### config.mk
export PLATFORM = sky130hd
export DESIGN_NAME = gpio_controller_edge_detect_flat
export DESIGN_NICKNAME = d
export VERILOG_FILES = /design/src/design/gpioed_pkg.sv /design/src/design/gpioed_req_if.sv /design/src/design/gpioed_rsp_if.sv /design/src/design/gpioed_csr_if.sv /design/src/design/gpioed_decode.sv /design/src/design/gpioed_core.sv /design/src/design/gpio_controller_edge_detect.sv /design/src/flat_wrapper.sv
export SDC_FILE = /design/constraint.sdc
export NUM_CORES = 2
export LEC_CHECK = 0
export ABC_AREA = 1
export BUFFER_PORTS_ARGS = -buffer_cell sky130_fd_sc_hd__buf_4
export CAP_MARGIN = 20
export CELL_PAD_IN_SITES_DETAIL_PLACEMENT = 1
export CELL_PAD_IN_SITES_GLOBAL_PLACEMENT = 2
export CORE_ASPECT_RATIO = 1.75
export CORE_UTILIZATION = 35
export CTS_CLUSTER_DIAMETER = 100
export DETAILED_ROUTE_END_ITERATION = 8
export PLACE_DENSITY_LB_ADDON = 0.1
export SLEW_MARGIN = 25
export SYNTH_ARGS = -nofsm -noshare
export SYNTH_HDL_FRONTEND = slang
export SYNTH_SLANG_ARGS = --single-unit
### constraint.sdc
create_clock -name clock -period 6.6 [get_ports clock]
set_input_delay 0.66 -clock clock [delete_from_list [all_inputs] [get_ports clock]]
set_output_delay 0.66 -clock clock [all_outputs]
set_load 0.03 [all_outputs]
### src/design/gpioed_pkg.sv
// ----------------------------------------------------------------------------
// gpioed_pkg: shared types and constants of the GPIO edge-detect controller
// Request kinds, register codes, the offset decode table, the wake-capable
// pin sets and the transaction structs passed between the modules.
// ----------------------------------------------------------------------------
package gpioed_pkg;

   localparam int BANKS_DEFAULT = 4;
   localparam int BANK_W        = 32;
   localparam int OFFSET_W      = 12;
   localparam int LINE_W        = 7;
   localparam int NUM_LINES_W   = 8;
   localparam int REG_ROWS      = 9;
   localparam int TABLE_BANKS   = 4;

   localparam logic [NUM_LINES_W-1:0] NUM_LINES_RESET = 8'd128;
   localparam logic [OFFSET_W-1:0]    WINDOW_END      = 12'h200;

   typedef enum logic [1:0] {
      REQ_READ  = 2'd0,
      REQ_WRITE = 2'd1,
      REQ_EVENT = 2'd2
   } req_kind_type;

   typedef enum logic [3:0] {
      R_NONE  = 4'd0,
      R_LEVEL = 4'd1,
      R_SET   = 4'd2,
      R_CLR   = 4'd3,
      R_DIR   = 4'd4,
      R_RISE  = 4'd5,
      R_FALL  = 4'd6,
      R_EDGE  = 4'd7,
      R_AFL   = 4'd8,
      R_AFU   = 4'd9
   } reg_code_type;

   // Row r holds the offsets of register code r+1 for banks 0 to 3.
   localparam logic [OFFSET_W-1:0] ADDR_TABLE [REG_ROWS][TABLE_BANKS] = '{
      '{12'h000, 12'h004, 12'h008, 12'h100},
      '{12'h018, 12'h01c, 12'h020, 12'h118},
      '{12'h024, 12'h028, 12'h02c, 12'h124},
      '{12'h00c, 12'h010, 12'h014, 12'h10c},
      '{12'h030, 12'h034, 12'h038, 12'h130},
      '{12'h03c, 12'h040, 12'h044, 12'h13c},
      '{12'h048, 12'h04c, 12'h050, 12'h148},
      '{12'h054, 12'h05c, 12'h064, 12'h06c},
      '{12'h058, 12'h060, 12'h068, 12'h070}
   };

   localparam logic [BANK_W-1:0] WAKE_SET [TABLE_BANKS] = '{
      32'h8003fe1b, 32'h002001fc, 32'hec080000, 32'h0012007f
   };

   typedef struct packed {
      logic [1:0]          req_type;
      logic [OFFSET_W-1:0] offset;
      logic [BANK_W-1:0]   wdata;
      logic [LINE_W-1:0]   pin_line;
      logic                pin_level;
      logic                cpu_halted;
   } req_item_type;

   typedef struct packed {
      logic [BANK_W-1:0] rdata;
      logic              bad_access;
      logic              irq_pin0;
      logic              irq_pin1;
      logic              irq_other;
      logic              wake_request;
      logic [1:0]        changed_bank;
      logic [BANK_W-1:0] changed_mask;
      logic [BANK_W-1:0] driven_levels;
   } rsp_item_type;

   typedef struct packed {
      logic         hit;
      reg_code_type code;
      logic [1:0]   bank;
   } dec_type;

endpackage

### src/design/gpioed_req_if.sv
// ----------------------------------------------------------------------------
// gpioed_req_if: request channel
// Carries bus reads, bus writes and pin level events with valid and ready.
// ----------------------------------------------------------------------------
interface gpioed_req_if;
   import gpioed_pkg::*;

   logic                valid;
   logic                ready;
   logic [1:0]          req_type;
   logic [OFFSET_W-1:0] offset;
   logic [BANK_W-1:0]   wdata;
   logic [LINE_W-1:0]   pin_line;
   logic                pin_level;
   logic                cpu_halted;

   modport source (
      output valid, req_type, offset, wdata, pin_line, pin_level, cpu_halted,
      input  ready
   );

   modport sink (
      input  valid, req_type, offset, wdata, pin_line, pin_level, cpu_halted,
      output ready
   );
endinterface

### src/design/gpioed_rsp_if.sv
// ----------------------------------------------------------------------------
// gpioed_rsp_if: response channel
// Carries one result transaction per request with valid and ready.
// ----------------------------------------------------------------------------
interface gpioed_rsp_if;
   import gpioed_pkg::*;

   logic              valid;
   logic              ready;
   logic [BANK_W-1:0] rdata;
   logic              bad_access;
   logic              irq_pin0;
   logic              irq_pin1;
   logic              irq_other;
   logic              wake_request;
   logic [1:0]        changed_bank;
   logic [BANK_W-1:0] changed_mask;
   logic [BANK_W-1:0] driven_levels;

   modport source (
      output valid, rdata, bad_access, irq_pin0, irq_pin1, irq_other, wake_request,
             changed_bank, changed_mask, driven_levels,
      input  ready
   );

   modport sink (
      input  valid, rdata, bad_access, irq_pin0, irq_pin1, irq_other, wake_request,
             changed_bank, changed_mask, driven_levels,
      output ready
   );
endinterface

### src/design/gpioed_csr_if.sv
// ----------------------------------------------------------------------------
// gpioed_csr_if: configuration write channel
// Carries the write data of the line-count register with valid and ready.
// ----------------------------------------------------------------------------
interface gpioed_csr_if;
   import gpioed_pkg::*;

   logic                   valid;
   logic                   ready;
   logic [NUM_LINES_W-1:0] data;

   modport source (
      output valid, data,
      input  ready
   );

   modport sink (
      input  valid, data,
      output ready
   );
endinterface

### src/design/gpioed_decode.sv
// ----------------------------------------------------------------------------
// gpioed_decode: register offset decoder
// Looks a window offset up in the fixed table and returns code and bank.
// ----------------------------------------------------------------------------
module gpioed_decode (
   input  logic [gpioed_pkg::OFFSET_W-1:0] offset,
   output gpioed_pkg::dec_type             dec
);
   import gpioed_pkg::*;

   always_comb begin
      dec = '{hit: 1'b0, code: R_NONE, bank: 2'd0};
      for (int r = 0; r < REG_ROWS; r++) begin
         for (int b = 0; b < TABLE_BANKS; b++) begin
            if (!dec.hit && offset == ADDR_TABLE[r][b]) begin
               dec.hit  = 1'b1;
               dec.code = reg_code_type'(4'(r + 1));
               dec.bank = 2'(b);
            end
         end
      end
   end
endmodule

### src/design/gpioed_core.sv
// ----------------------------------------------------------------------------
// gpioed_core: bank registers and per-transaction update logic
// Holds the pin, output, direction, enable, status and alternate-function
// words of every bank and computes the result of one request transaction.
// ----------------------------------------------------------------------------
module gpioed_core #(
   parameter int BANKS = gpioed_pkg::BANKS_DEFAULT
) (
   input  logic                               clock,
   input  logic                               reset,
   input  logic                               fire,
   input  gpioed_pkg::req_item_type           item,
   input  gpioed_pkg::dec_type                dec,
   input  logic [gpioed_pkg::NUM_LINES_W-1:0] num_lines,
   output gpioed_pkg::rsp_item_type           result
);
   import gpioed_pkg::*;

   logic [BANK_W-1:0] input_ff  [BANKS];
   logic [BANK_W-1:0] input_in  [BANKS];
   logic [BANK_W-1:0] output_ff [BANKS];
   logic [BANK_W-1:0] output_in [BANKS];
   logic [BANK_W-1:0] dir_ff    [BANKS];
   logic [BANK_W-1:0] dir_in    [BANKS];
   logic [BANK_W-1:0] rise_ff   [BANKS];
   logic [BANK_W-1:0] rise_in   [BANKS];
   logic [BANK_W-1:0] fall_ff   [BANKS];
   logic [BANK_W-1:0] fall_in   [BANKS];
   logic [BANK_W-1:0] status_ff [BANKS];
   logic [BANK_W-1:0] status_in [BANKS];
   logic [BANK_W-1:0] afl_ff    [BANKS];
   logic [BANK_W-1:0] afl_in    [BANKS];
   logic [BANK_W-1:0] afu_ff    [BANKS];
   logic [BANK_W-1:0] afu_in    [BANKS];
   logic [BANK_W-1:0] last_ff   [BANKS];
   logic [BANK_W-1:0] last_in   [BANKS];

   logic              reg_oob;
   logic              pin_oob;
   logic [1:0]        pin_bank;
   logic [BANK_W-1:0] pin_mask;
   logic              drv;
   logic [BANK_W-1:0] drv_now;
   logic              other;

   assign reg_oob  = {1'b0, dec.bank} >= 3'(BANKS);
   assign pin_bank = item.pin_line[LINE_W-1:LINE_W-2];
   assign pin_mask = 32'd1 << item.pin_line[4:0];
   assign pin_oob  = ({1'b0, item.pin_line} >= num_lines) || ({1'b0, pin_bank} >= 3'(BANKS));

   always_comb begin
      for (int b = 0; b < BANKS; b++) begin
         input_in[b]  = input_ff[b];
         output_in[b] = output_ff[b];
         dir_in[b]    = dir_ff[b];
         rise_in[b]   = rise_ff[b];
         fall_in[b]   = fall_ff[b];
         status_in[b] = status_ff[b];
         afl_in[b]    = afl_ff[b];
         afu_in[b]    = afu_ff[b];
         last_in[b]   = last_ff[b];
      end
      result  = '0;
      drv     = 1'b0;
      drv_now = '0;

      if (fire) begin
         case (req_kind_type'(item.req_type))
            REQ_READ: begin
               if (item.offset < WINDOW_END) begin
                  if (!dec.hit || reg_oob) begin
                     result.bad_access = 1'b1;
                  end else begin
                     for (int b = 0; b < BANKS; b++) begin
                        if (2'(b) == dec.bank) begin
                           case (dec.code)
                              R_LEVEL: result.rdata = (output_ff[b] & dir_ff[b]) |
                                                      (input_ff[b] & ~dir_ff[b]);
                              R_DIR:   result.rdata = dir_ff[b];
                              R_RISE:  result.rdata = rise_ff[b];
                              R_FALL:  result.rdata = fall_ff[b];
                              R_EDGE:  result.rdata = status_ff[b];
                              R_AFL:   result.rdata = afl_ff[b];
                              R_AFU:   result.rdata = afu_ff[b];
                              default: result.bad_access = 1'b1;
                           endcase
                        end
                     end
                  end
               end
            end
            REQ_WRITE: begin
               if (item.offset < WINDOW_END) begin
                  if (!dec.hit || reg_oob) begin
                     result.bad_access = 1'b1;
                  end else begin
                     for (int b = 0; b < BANKS; b++) begin
                        if (2'(b) == dec.bank) begin
                           case (dec.code)
                              R_DIR: begin
                                 dir_in[b] = item.wdata;
                                 drv       = 1'b1;
                              end
                              R_SET: begin
                                 output_in[b] = output_ff[b] | item.wdata;
                                 drv          = 1'b1;
                              end
                              R_CLR: begin
                                 output_in[b] = output_ff[b] & ~item.wdata;
                                 drv          = 1'b1;
                              end
                              R_RISE:  rise_in[b]   = item.wdata;
                              R_FALL:  fall_in[b]   = item.wdata;
                              R_EDGE:  status_in[b] = status_ff[b] & ~item.wdata;
                              R_AFL:   afl_in[b]    = item.wdata;
                              R_AFU:   afu_in[b]    = item.wdata;
                              default: result.bad_access = 1'b1;
                           endcase
                           if (drv) begin
                              drv_now              = output_in[b] & dir_in[b];
                              result.changed_bank  = dec.bank;
                              result.changed_mask  = last_ff[b] ^ drv_now;
                              result.driven_levels = drv_now;
                              last_in[b]           = drv_now;
                           end
                        end
                     end
                  end
               end
            end
            REQ_EVENT: begin
               if (pin_oob) begin
                  result.bad_access = 1'b1;
               end else begin
                  for (int b = 0; b < BANKS; b++) begin
                     if (2'(b) == pin_bank) begin
                        if (item.pin_level) begin
                           status_in[b] = status_ff[b] |
                                          (rise_ff[b] & pin_mask & ~input_ff[b] & ~dir_ff[b]);
                           input_in[b]  = input_ff[b] | pin_mask;
                        end else begin
                           status_in[b] = status_ff[b] |
                                          (fall_ff[b] & pin_mask & input_ff[b] & ~dir_ff[b]);
                           input_in[b]  = input_ff[b] & ~pin_mask;
                        end
                        if (item.cpu_halted && |(pin_mask & ~dir_ff[b] & WAKE_SET[b])) begin
                           result.wake_request = 1'b1;
                        end
                     end
                  end
               end
            end
            default: ;
         endcase
      end

      // Interrupt levels follow the status after this transaction.
      other = |status_in[0][BANK_W-1:2];
      for (int b = 1; b < BANKS; b++) begin
         other = other | (|status_in[b]);
      end
      result.irq_pin0  = status_in[0][0];
      result.irq_pin1  = status_in[0][1];
      result.irq_other = other;
   end

   always_ff @(posedge clock) begin
      if (reset) begin
         for (int b = 0; b < BANKS; b++) begin
            input_ff[b]  <= '0;
            output_ff[b] <= '0;
            dir_ff[b]    <= '0;
            rise_ff[b]   <= '0;
            fall_ff[b]   <= '0;
            status_ff[b] <= '0;
            afl_ff[b]    <= '0;
            afu_ff[b]    <= '0;
            last_ff[b]   <= '0;
         end
      end else begin
         for (int b = 0; b < BANKS; b++) begin
            input_ff[b]  <= input_in[b];
            output_ff[b] <= output_in[b];
            dir_ff[b]    <= dir_in[b];
            rise_ff[b]   <= rise_in[b];
            fall_ff[b]   <= fall_in[b];
            status_ff[b] <= status_in[b];
            afl_ff[b]    <= afl_in[b];
            afu_ff[b]    <= afu_in[b];
            last_ff[b]   <= last_in[b];
         end
      end
   end
endmodule

### src/design/gpio_controller_edge_detect.sv
// ----------------------------------------------------------------------------
// gpio_controller_edge_detect: banked GPIO controller with edge interrupts
// A request is held in the input register, and its result is registered into
// the response register until taken. Throughput: one transaction per cycle
// while the response sink is ready, set by the single update pass between the
// two registers. Synchronous reset clears all bank registers and sets the
// line count to 128; no clearing pass is needed.
// ----------------------------------------------------------------------------
module gpio_controller_edge_detect #(
   parameter int BANKS = gpioed_pkg::BANKS_DEFAULT
) (
   input logic         clock,
   input logic         reset,
   gpioed_req_if.sink   req_if,
   gpioed_rsp_if.source rsp_if,
   gpioed_csr_if.sink   csr_if
);
   import gpioed_pkg::*;

   // Input register: holds the request transaction being processed.
   req_item_type           req_ff;
   req_item_type           req_in;
   logic                   req_valid_ff;
   logic                   req_valid_in;

   // Response register: holds a finished result until the sink takes it.
   rsp_item_type           rsp_ff;
   rsp_item_type           rsp_in;
   logic                   rsp_valid_ff;
   logic                   rsp_valid_in;

   logic [NUM_LINES_W-1:0] num_lines_ff;
   logic [NUM_LINES_W-1:0] num_lines_in;

   dec_type                dec;
   rsp_item_type           core_result;
   logic                   advance;

   // The held request moves on, and commits its state changes, whenever the
   // response register is empty or is being emptied in the same cycle.
   assign advance      = req_valid_ff && (!rsp_valid_ff || rsp_if.ready);
   assign req_if.ready = !req_valid_ff || advance;
   assign csr_if.ready = 1'b1;

   always_comb begin
      req_in       = req_ff;
      req_valid_in = req_valid_ff;
      if (req_if.valid && req_if.ready) begin
         req_in.req_type   = req_if.req_type;
         req_in.offset     = req_if.offset;
         req_in.wdata      = req_if.wdata;
         req_in.pin_line   = req_if.pin_line;
         req_in.pin_level  = req_if.pin_level;
         req_in.cpu_halted = req_if.cpu_halted;
         req_valid_in      = 1'b1;
      end else if (advance) begin
         req_valid_in = 1'b0;
      end

      rsp_in       = rsp_ff;
      rsp_valid_in = rsp_valid_ff;
      if (advance) begin
         rsp_in       = core_result;
         rsp_valid_in = 1'b1;
      end else if (rsp_if.ready) begin
         rsp_valid_in = 1'b0;
      end

      num_lines_in = num_lines_ff;
      if (csr_if.valid && csr_if.ready) begin
         num_lines_in = csr_if.data;
      end
   end

   always_ff @(posedge clock) begin
      if (reset) begin
         req_valid_ff <= 1'b0;
         rsp_valid_ff <= 1'b0;
         num_lines_ff <= NUM_LINES_RESET;
      end else begin
         req_valid_ff <= req_valid_in;
         rsp_valid_ff <= rsp_valid_in;
         num_lines_ff <= num_lines_in;
      end
   end

   // Payload registers carry no reset.
   always_ff @(posedge clock) begin
      req_ff <= req_in;
      rsp_ff <= rsp_in;
   end

   gpioed_decode u_decode (
      .offset (req_ff.offset),
      .dec    (dec)
   );

   gpioed_core #(
      .BANKS (BANKS)
   ) u_core (
      .clock     (clock),
      .reset     (reset),
      .fire      (advance),
      .item      (req_ff),
      .dec       (dec),
      .num_lines (num_lines_ff),
      .result    (core_result)
   );

   assign rsp_if.valid         = rsp_valid_ff;
   assign rsp_if.rdata         = rsp_ff.rdata;
   assign rsp_if.bad_access    = rsp_ff.bad_access;
   assign rsp_if.irq_pin0      = rsp_ff.irq_pin0;
   assign rsp_if.irq_pin1      = rsp_ff.irq_pin1;
   assign rsp_if.irq_other     = rsp_ff.irq_other;
   assign rsp_if.wake_request  = rsp_ff.wake_request;
   assign rsp_if.changed_bank  = rsp_ff.changed_bank;
   assign rsp_if.changed_mask  = rsp_ff.changed_mask;
   assign rsp_if.driven_levels = rsp_ff.driven_levels;
endmodule

### src/flat_wrapper.sv
// flat-port wrapper written by rule: the top's interface ports become plain ports
module gpio_controller_edge_detect_flat import gpioed_pkg::*;
#(
   parameter int BANKS = gpioed_pkg::BANKS_DEFAULT
)
  (clock, reset, req_if_valid, req_if_req_type, req_if_offset, req_if_wdata, req_if_pin_line, req_if_pin_level, req_if_cpu_halted, req_if_ready, rsp_if_valid, rsp_if_rdata, rsp_if_bad_access, rsp_if_irq_pin0, rsp_if_irq_pin1, rsp_if_irq_other, rsp_if_wake_request, rsp_if_changed_bank, rsp_if_changed_mask, rsp_if_driven_levels, rsp_if_ready, csr_if_valid, csr_if_data, csr_if_ready);
  gpioed_req_if req_if_i ();
  gpioed_rsp_if rsp_if_i ();
  gpioed_csr_if csr_if_i ();
  input logic clock;
  input logic reset;
  input wire logic [$bits(req_if_i.valid)-1:0] req_if_valid;
  input wire logic [$bits(req_if_i.req_type)-1:0] req_if_req_type;
  input wire logic [$bits(req_if_i.offset)-1:0] req_if_offset;
  input wire logic [$bits(req_if_i.wdata)-1:0] req_if_wdata;
  input wire logic [$bits(req_if_i.pin_line)-1:0] req_if_pin_line;
  input wire logic [$bits(req_if_i.pin_level)-1:0] req_if_pin_level;
  input wire logic [$bits(req_if_i.cpu_halted)-1:0] req_if_cpu_halted;
  output wire logic [$bits(req_if_i.ready)-1:0] req_if_ready;
  output wire logic [$bits(rsp_if_i.valid)-1:0] rsp_if_valid;
  output wire logic [$bits(rsp_if_i.rdata)-1:0] rsp_if_rdata;
  output wire logic [$bits(rsp_if_i.bad_access)-1:0] rsp_if_bad_access;
  output wire logic [$bits(rsp_if_i.irq_pin0)-1:0] rsp_if_irq_pin0;
  output wire logic [$bits(rsp_if_i.irq_pin1)-1:0] rsp_if_irq_pin1;
  output wire logic [$bits(rsp_if_i.irq_other)-1:0] rsp_if_irq_other;
  output wire logic [$bits(rsp_if_i.wake_request)-1:0] rsp_if_wake_request;
  output wire logic [$bits(rsp_if_i.changed_bank)-1:0] rsp_if_changed_bank;
  output wire logic [$bits(rsp_if_i.changed_mask)-1:0] rsp_if_changed_mask;
  output wire logic [$bits(rsp_if_i.driven_levels)-1:0] rsp_if_driven_levels;
  input wire logic [$bits(rsp_if_i.ready)-1:0] rsp_if_ready;
  input wire logic [$bits(csr_if_i.valid)-1:0] csr_if_valid;
  input wire logic [$bits(csr_if_i.data)-1:0] csr_if_data;
  output wire logic [$bits(csr_if_i.ready)-1:0] csr_if_ready;
  assign req_if_i.valid = req_if_valid;
  assign req_if_i.req_type = req_if_req_type;
  assign req_if_i.offset = req_if_offset;
  assign req_if_i.wdata = req_if_wdata;
  assign req_if_i.pin_line = req_if_pin_line;
  assign req_if_i.pin_level = req_if_pin_level;
  assign req_if_i.cpu_halted = req_if_cpu_halted;
  assign req_if_ready = req_if_i.ready;
  assign rsp_if_valid = rsp_if_i.valid;
  assign rsp_if_rdata = rsp_if_i.rdata;
  assign rsp_if_bad_access = rsp_if_i.bad_access;
  assign rsp_if_irq_pin0 = rsp_if_i.irq_pin0;
  assign rsp_if_irq_pin1 = rsp_if_i.irq_pin1;
  assign rsp_if_irq_other = rsp_if_i.irq_other;
  assign rsp_if_wake_request = rsp_if_i.wake_request;
  assign rsp_if_changed_bank = rsp_if_i.changed_bank;
  assign rsp_if_changed_mask = rsp_if_i.changed_mask;
  assign rsp_if_driven_levels = rsp_if_i.driven_levels;
  assign rsp_if_i.ready = rsp_if_ready;
  assign csr_if_i.valid = csr_if_valid;
  assign csr_if_i.data = csr_if_data;
  assign csr_if_ready = csr_if_i.ready;
  gpio_controller_edge_detect #(.BANKS(BANKS)) u_core (.clock(clock), .reset(reset), .req_if(req_if_i), .rsp_if(rsp_if_i), .csr_if(csr_if_i));
endmodule
==> impl_metrics.py <==
metrics = {
    "layout": {
        "layout_common_cells": "nand2_1 (2621), a21oi_1 (1299), dfxtp_1 (1162), inv_1 (689), nor2_1 (653)",
        "syn2layout_area_growth_pct": 14.79,
        "mostFrequentLayoutCell": "nand2_1",
        "n_fill_cell": 23710,
        "multi_input_area_sq_um": 33470,
        "layout-drive-gt1-share": 0.08838,
        "nNetsFinal": 9637,
        "fin_util": 0.4037,
        "seq_area_sq_um": 28010,
    },
    "logic_synthesis": {
        "yosysTopAreaCell": "dfxtp_1",
        "synth-main-ff-cell": "dfxtp_1",
        "syn-num-nets": 9677,
        "synth-seq-cells": 1320,
        "syn_area_sq_um": 66990,
        "synth_edf_count": 158,
        "synth_warnings": 0,
        "synth_area_leaders": "dfxtp_1 (35%), nand2_1 (15%), a21oi_1 (9.7%)",
        "synth_seq_area_share": 0.4181,
        "yosysTopAreaCellShare": 0.3473,
        "yosys.cell_types.count": 67,
        "syn-instance-count": 9598,
        "async_flop_share": 0,
        "syn_avg_cell_area_sq_um": 6.979,
    },
    "timing": {
        "worst_slew_pin_slew_ps": 1389,
        "period_share": 0.9372,
        "rsz0062_at_grt": "false",
        "fin_ws_ps": 414.7,
        "hold_viol_final": 0,
        "relSlewSlack": 0.07421,
        "setup_tns_ps": 0,
        "maxSlewViolCount": 0,
        "skew_ps": 52.96,
        "max_freq_ghz": 0.1617,
        "fin_crit_ps": 6185,
        "finalSetupViolations": 0,
    },
    "die": {
        "rows": 212,
        "io_pins": 174,
        "die_w_microns": 332.7,
        "die_h_microns": 580.7,
        "fp.dieArea_sq_um": 193200,
        "core-area_sq_um": 190500,
        "start_util": 0.3517,
    },
    "cts": {
        "ctsHoldBuffers": 55,
        "insertion_delay_ps": 850,
        "cts_buffers": 151,
        "cts_max_path_buffers": 4,
        "postCtsSetupBuffers": 0,
        "cts_resized": 0,
        "clock-sinks": 1320,
        "clkSlewWorstSetupHoldPaths_ps": 70,
        "cts_tree": "done",
        "htreeDepth": 4,
        "ctsRootBufferMaster": "clkbuf_16",
    },
    "run": {
        "drv_cap": 0,
    },
    "global_routing": {
        "antenna_found_initial": 30,
        "grt_pass1_vias": 74260,
        "grt_remaining_overflow": 0,
        "grt_first_pass_wirelength_microns": 589600,
        "grt_max_degree": 198,
        "track_usage": 0.4312,
    },
    "place": {
        "dpl.hpwl_microns": 289000,
        "portBuffers": 172,
        "gp_congestion": 0.9929,
        "post-place-ws_ps": 558.4,
    },
    "outcome": {
        "status": "finished clean",
    },
    "drt": {
        "vias_per_cell": 6.292,
        "initialDrtViolationCount": 9097,
        "drt_pre_antenna_iters": 6,
        "drtAntennaViolNets": 0,
        "num_vias": 76340,
        "wl_microns": 429900,
        "drc": 0,
        "detail_route.wl_per_cell_microns": 35.43,
    },
    "power_and_ir_drop": {
        "ir_drop_v": 0.0001881,
        "powerDensity_nw_per_um2": 239.4,
        "total_leakage_power_nw": 25.62,
    },
    "critical_path": {
        "worstPathArrival_ps": 6770,
        "required_ps": 7190,
        "crit_type": "flop to flop",
        "cp-startpoint": "u_core.req_ff[42]",
        "crit_fanout": 36,
        "reg2reg_from": "u_core.req_ff[42]",
        "startpoint_type": "flop",
        "critPathCaptureType": "flop",
    },
    "worst_hold_path": {
        "hold_path_startpoint": "req_if_pin_line[2]",
        "worst_hold_path_type": "input pin to flop",
    },
}
==> metal layers <==
layer | part of all wire | track usage | vias up
met5 | 0.00030 | 0 | -
met4 | 0.083 | 0.3066 | 18
met3 | 0.088 | 0.08360 | 1337
met2 | 0.44 | 0.6758 | 4292
met1 | 0.39 | 0.5284 | 38160
li1 | - | - | 32530
==> per-stage QoR <==
step	hold WS [ps]	instance area, sq um	total power, W	cells
after global routing	31.93	76880	0.01871	12130
after floorplan	438.8	66990	0.009027	9598
after CTS	0.6980	76860	0.01841	12120
after detailed placement	454.0	71430	0.009686	11810
final	35.68	76890	0.01840	12130
after global placement	448.0	71430	0.009681	11810
==> where the power goes <==
part           internal, W  leakage [nW]  switching, W
sequential         0.00822          10.8      0.000124
combinational     0.000259          12.4      0.000983
clock              0.00502          2.38       0.00380
total               0.0135          25.6       0.00490
==> Yosys cell counts, drive strengths merged, types with 5 or more instances <==
| master | count |
|---|---|
| a22oi | 89 |
| a221oi | 66 |
| inv | 773 |
| a21oi | 1300 |
| a311oi | 102 |
| o311ai | 10 |
| clkbuf | 522 |
| nor3 | 97 |
| edfxtp | 158 |
| xnor2 | 25 |
| o31ai | 91 |
| a211oi | 112 |
| o2111ai | 34 |
| and2 | 5 |
| nand2 | 2632 |
| dfxtp | 1162 |
| or2 | 24 |
| clkinv | 8 |
| nor2 | 698 |
| a2111oi | 21 |
| xor2 | 11 |
| nand3 | 389 |
| a41oi | 24 |
| o21ai | 529 |
| o221ai | 49 |
| a22o | 42 |
| ha | 11 |
| o211ai | 149 |
| nor4 | 30 |
| o22ai | 63 |
| buf | 189 |
| a31oi | 28 |
| o41ai | 35 |
| nand4 | 100 |
==> kinds of logic after synthesis <==
group,synth area share
AO/OA/AOI/OAI,0.2467
buffers and inverters,0.08695
AND/OR/NAND/NOR,0.2415
adder cells (fa/ha/maj),0.002055
flip-flops,0.4181
XOR/XNOR,0.004707
other,0.00005598
==> final timing paths <==
kind                                                      to  slack, ps  cells after the start
worst max register to register       u_core.rsp_if.irq_other        410                     25
worst min-delay path                        u_core.req_ff[4]         40                      1
worst min register to register  u_core.u_core.last_ff[0][26]        460                      2
worst max-delay path                 u_core.rsp_if.irq_other        410                     25
==> worst max-delay path, cell delays in order (launching register included) <==
cell and delay, ps:
edfxtp_1 390, inv_1 70, nand2_1 100, nor3_2 430, inv_2 110, nor2_2 190
inv_2 100, nor2_1 300, nor3_4 100, buf_4 330, nand4_1 240, nor3_2 60
nand2_1 120, nor2_2 70, inv_2 140, nand3_4 670, o31ai_1 550, o21ai_0 120
o21ai_0 300, nand2_1 370, nor2_1 230, nand3b_1 240, nor2_1 260, nand2_1 90
nor2_1 120, nand2_1 60
==> registers in the layout (all words and copies together), names as in the netlist, 2 cells and up, named ones only <==
signal / flops
u_core.u_core.dir_ff: 128
u_core.u_core.rise_ff: 128
u_core.num_lines_ff: 8
u_core.u_core.afu_ff: 128
u_core.rsp_if.changed_bank: 2
u_core.rsp_if.rdata: 32
u_core.u_core.status_ff: 128
u_core.req_ff: 55
u_core.u_core.afl_ff: 128
u_core.rsp_if.driven_levels: 32
u_core.rsp_if.changed_mask: 32
u_core.u_core.last_ff: 128
u_core.u_core.output_ff: 128
u_core.u_core.fall_ff: 128
==> area by class of cell <==
class                           count  share of cell area
Antenna cell                        9           0.0002929
Clock buffer                      224             0.05801
Clock inverter                     34            0.005354
Inverter                          781             0.03884
Multi-Input combinational cell   6786              0.4352
Sequential cell                  1320              0.3642
Tap cell                         2461             0.04005
Timing Repair Buffer              518             0.05799
No activity file was read; power rests on OpenSTA's default activity.
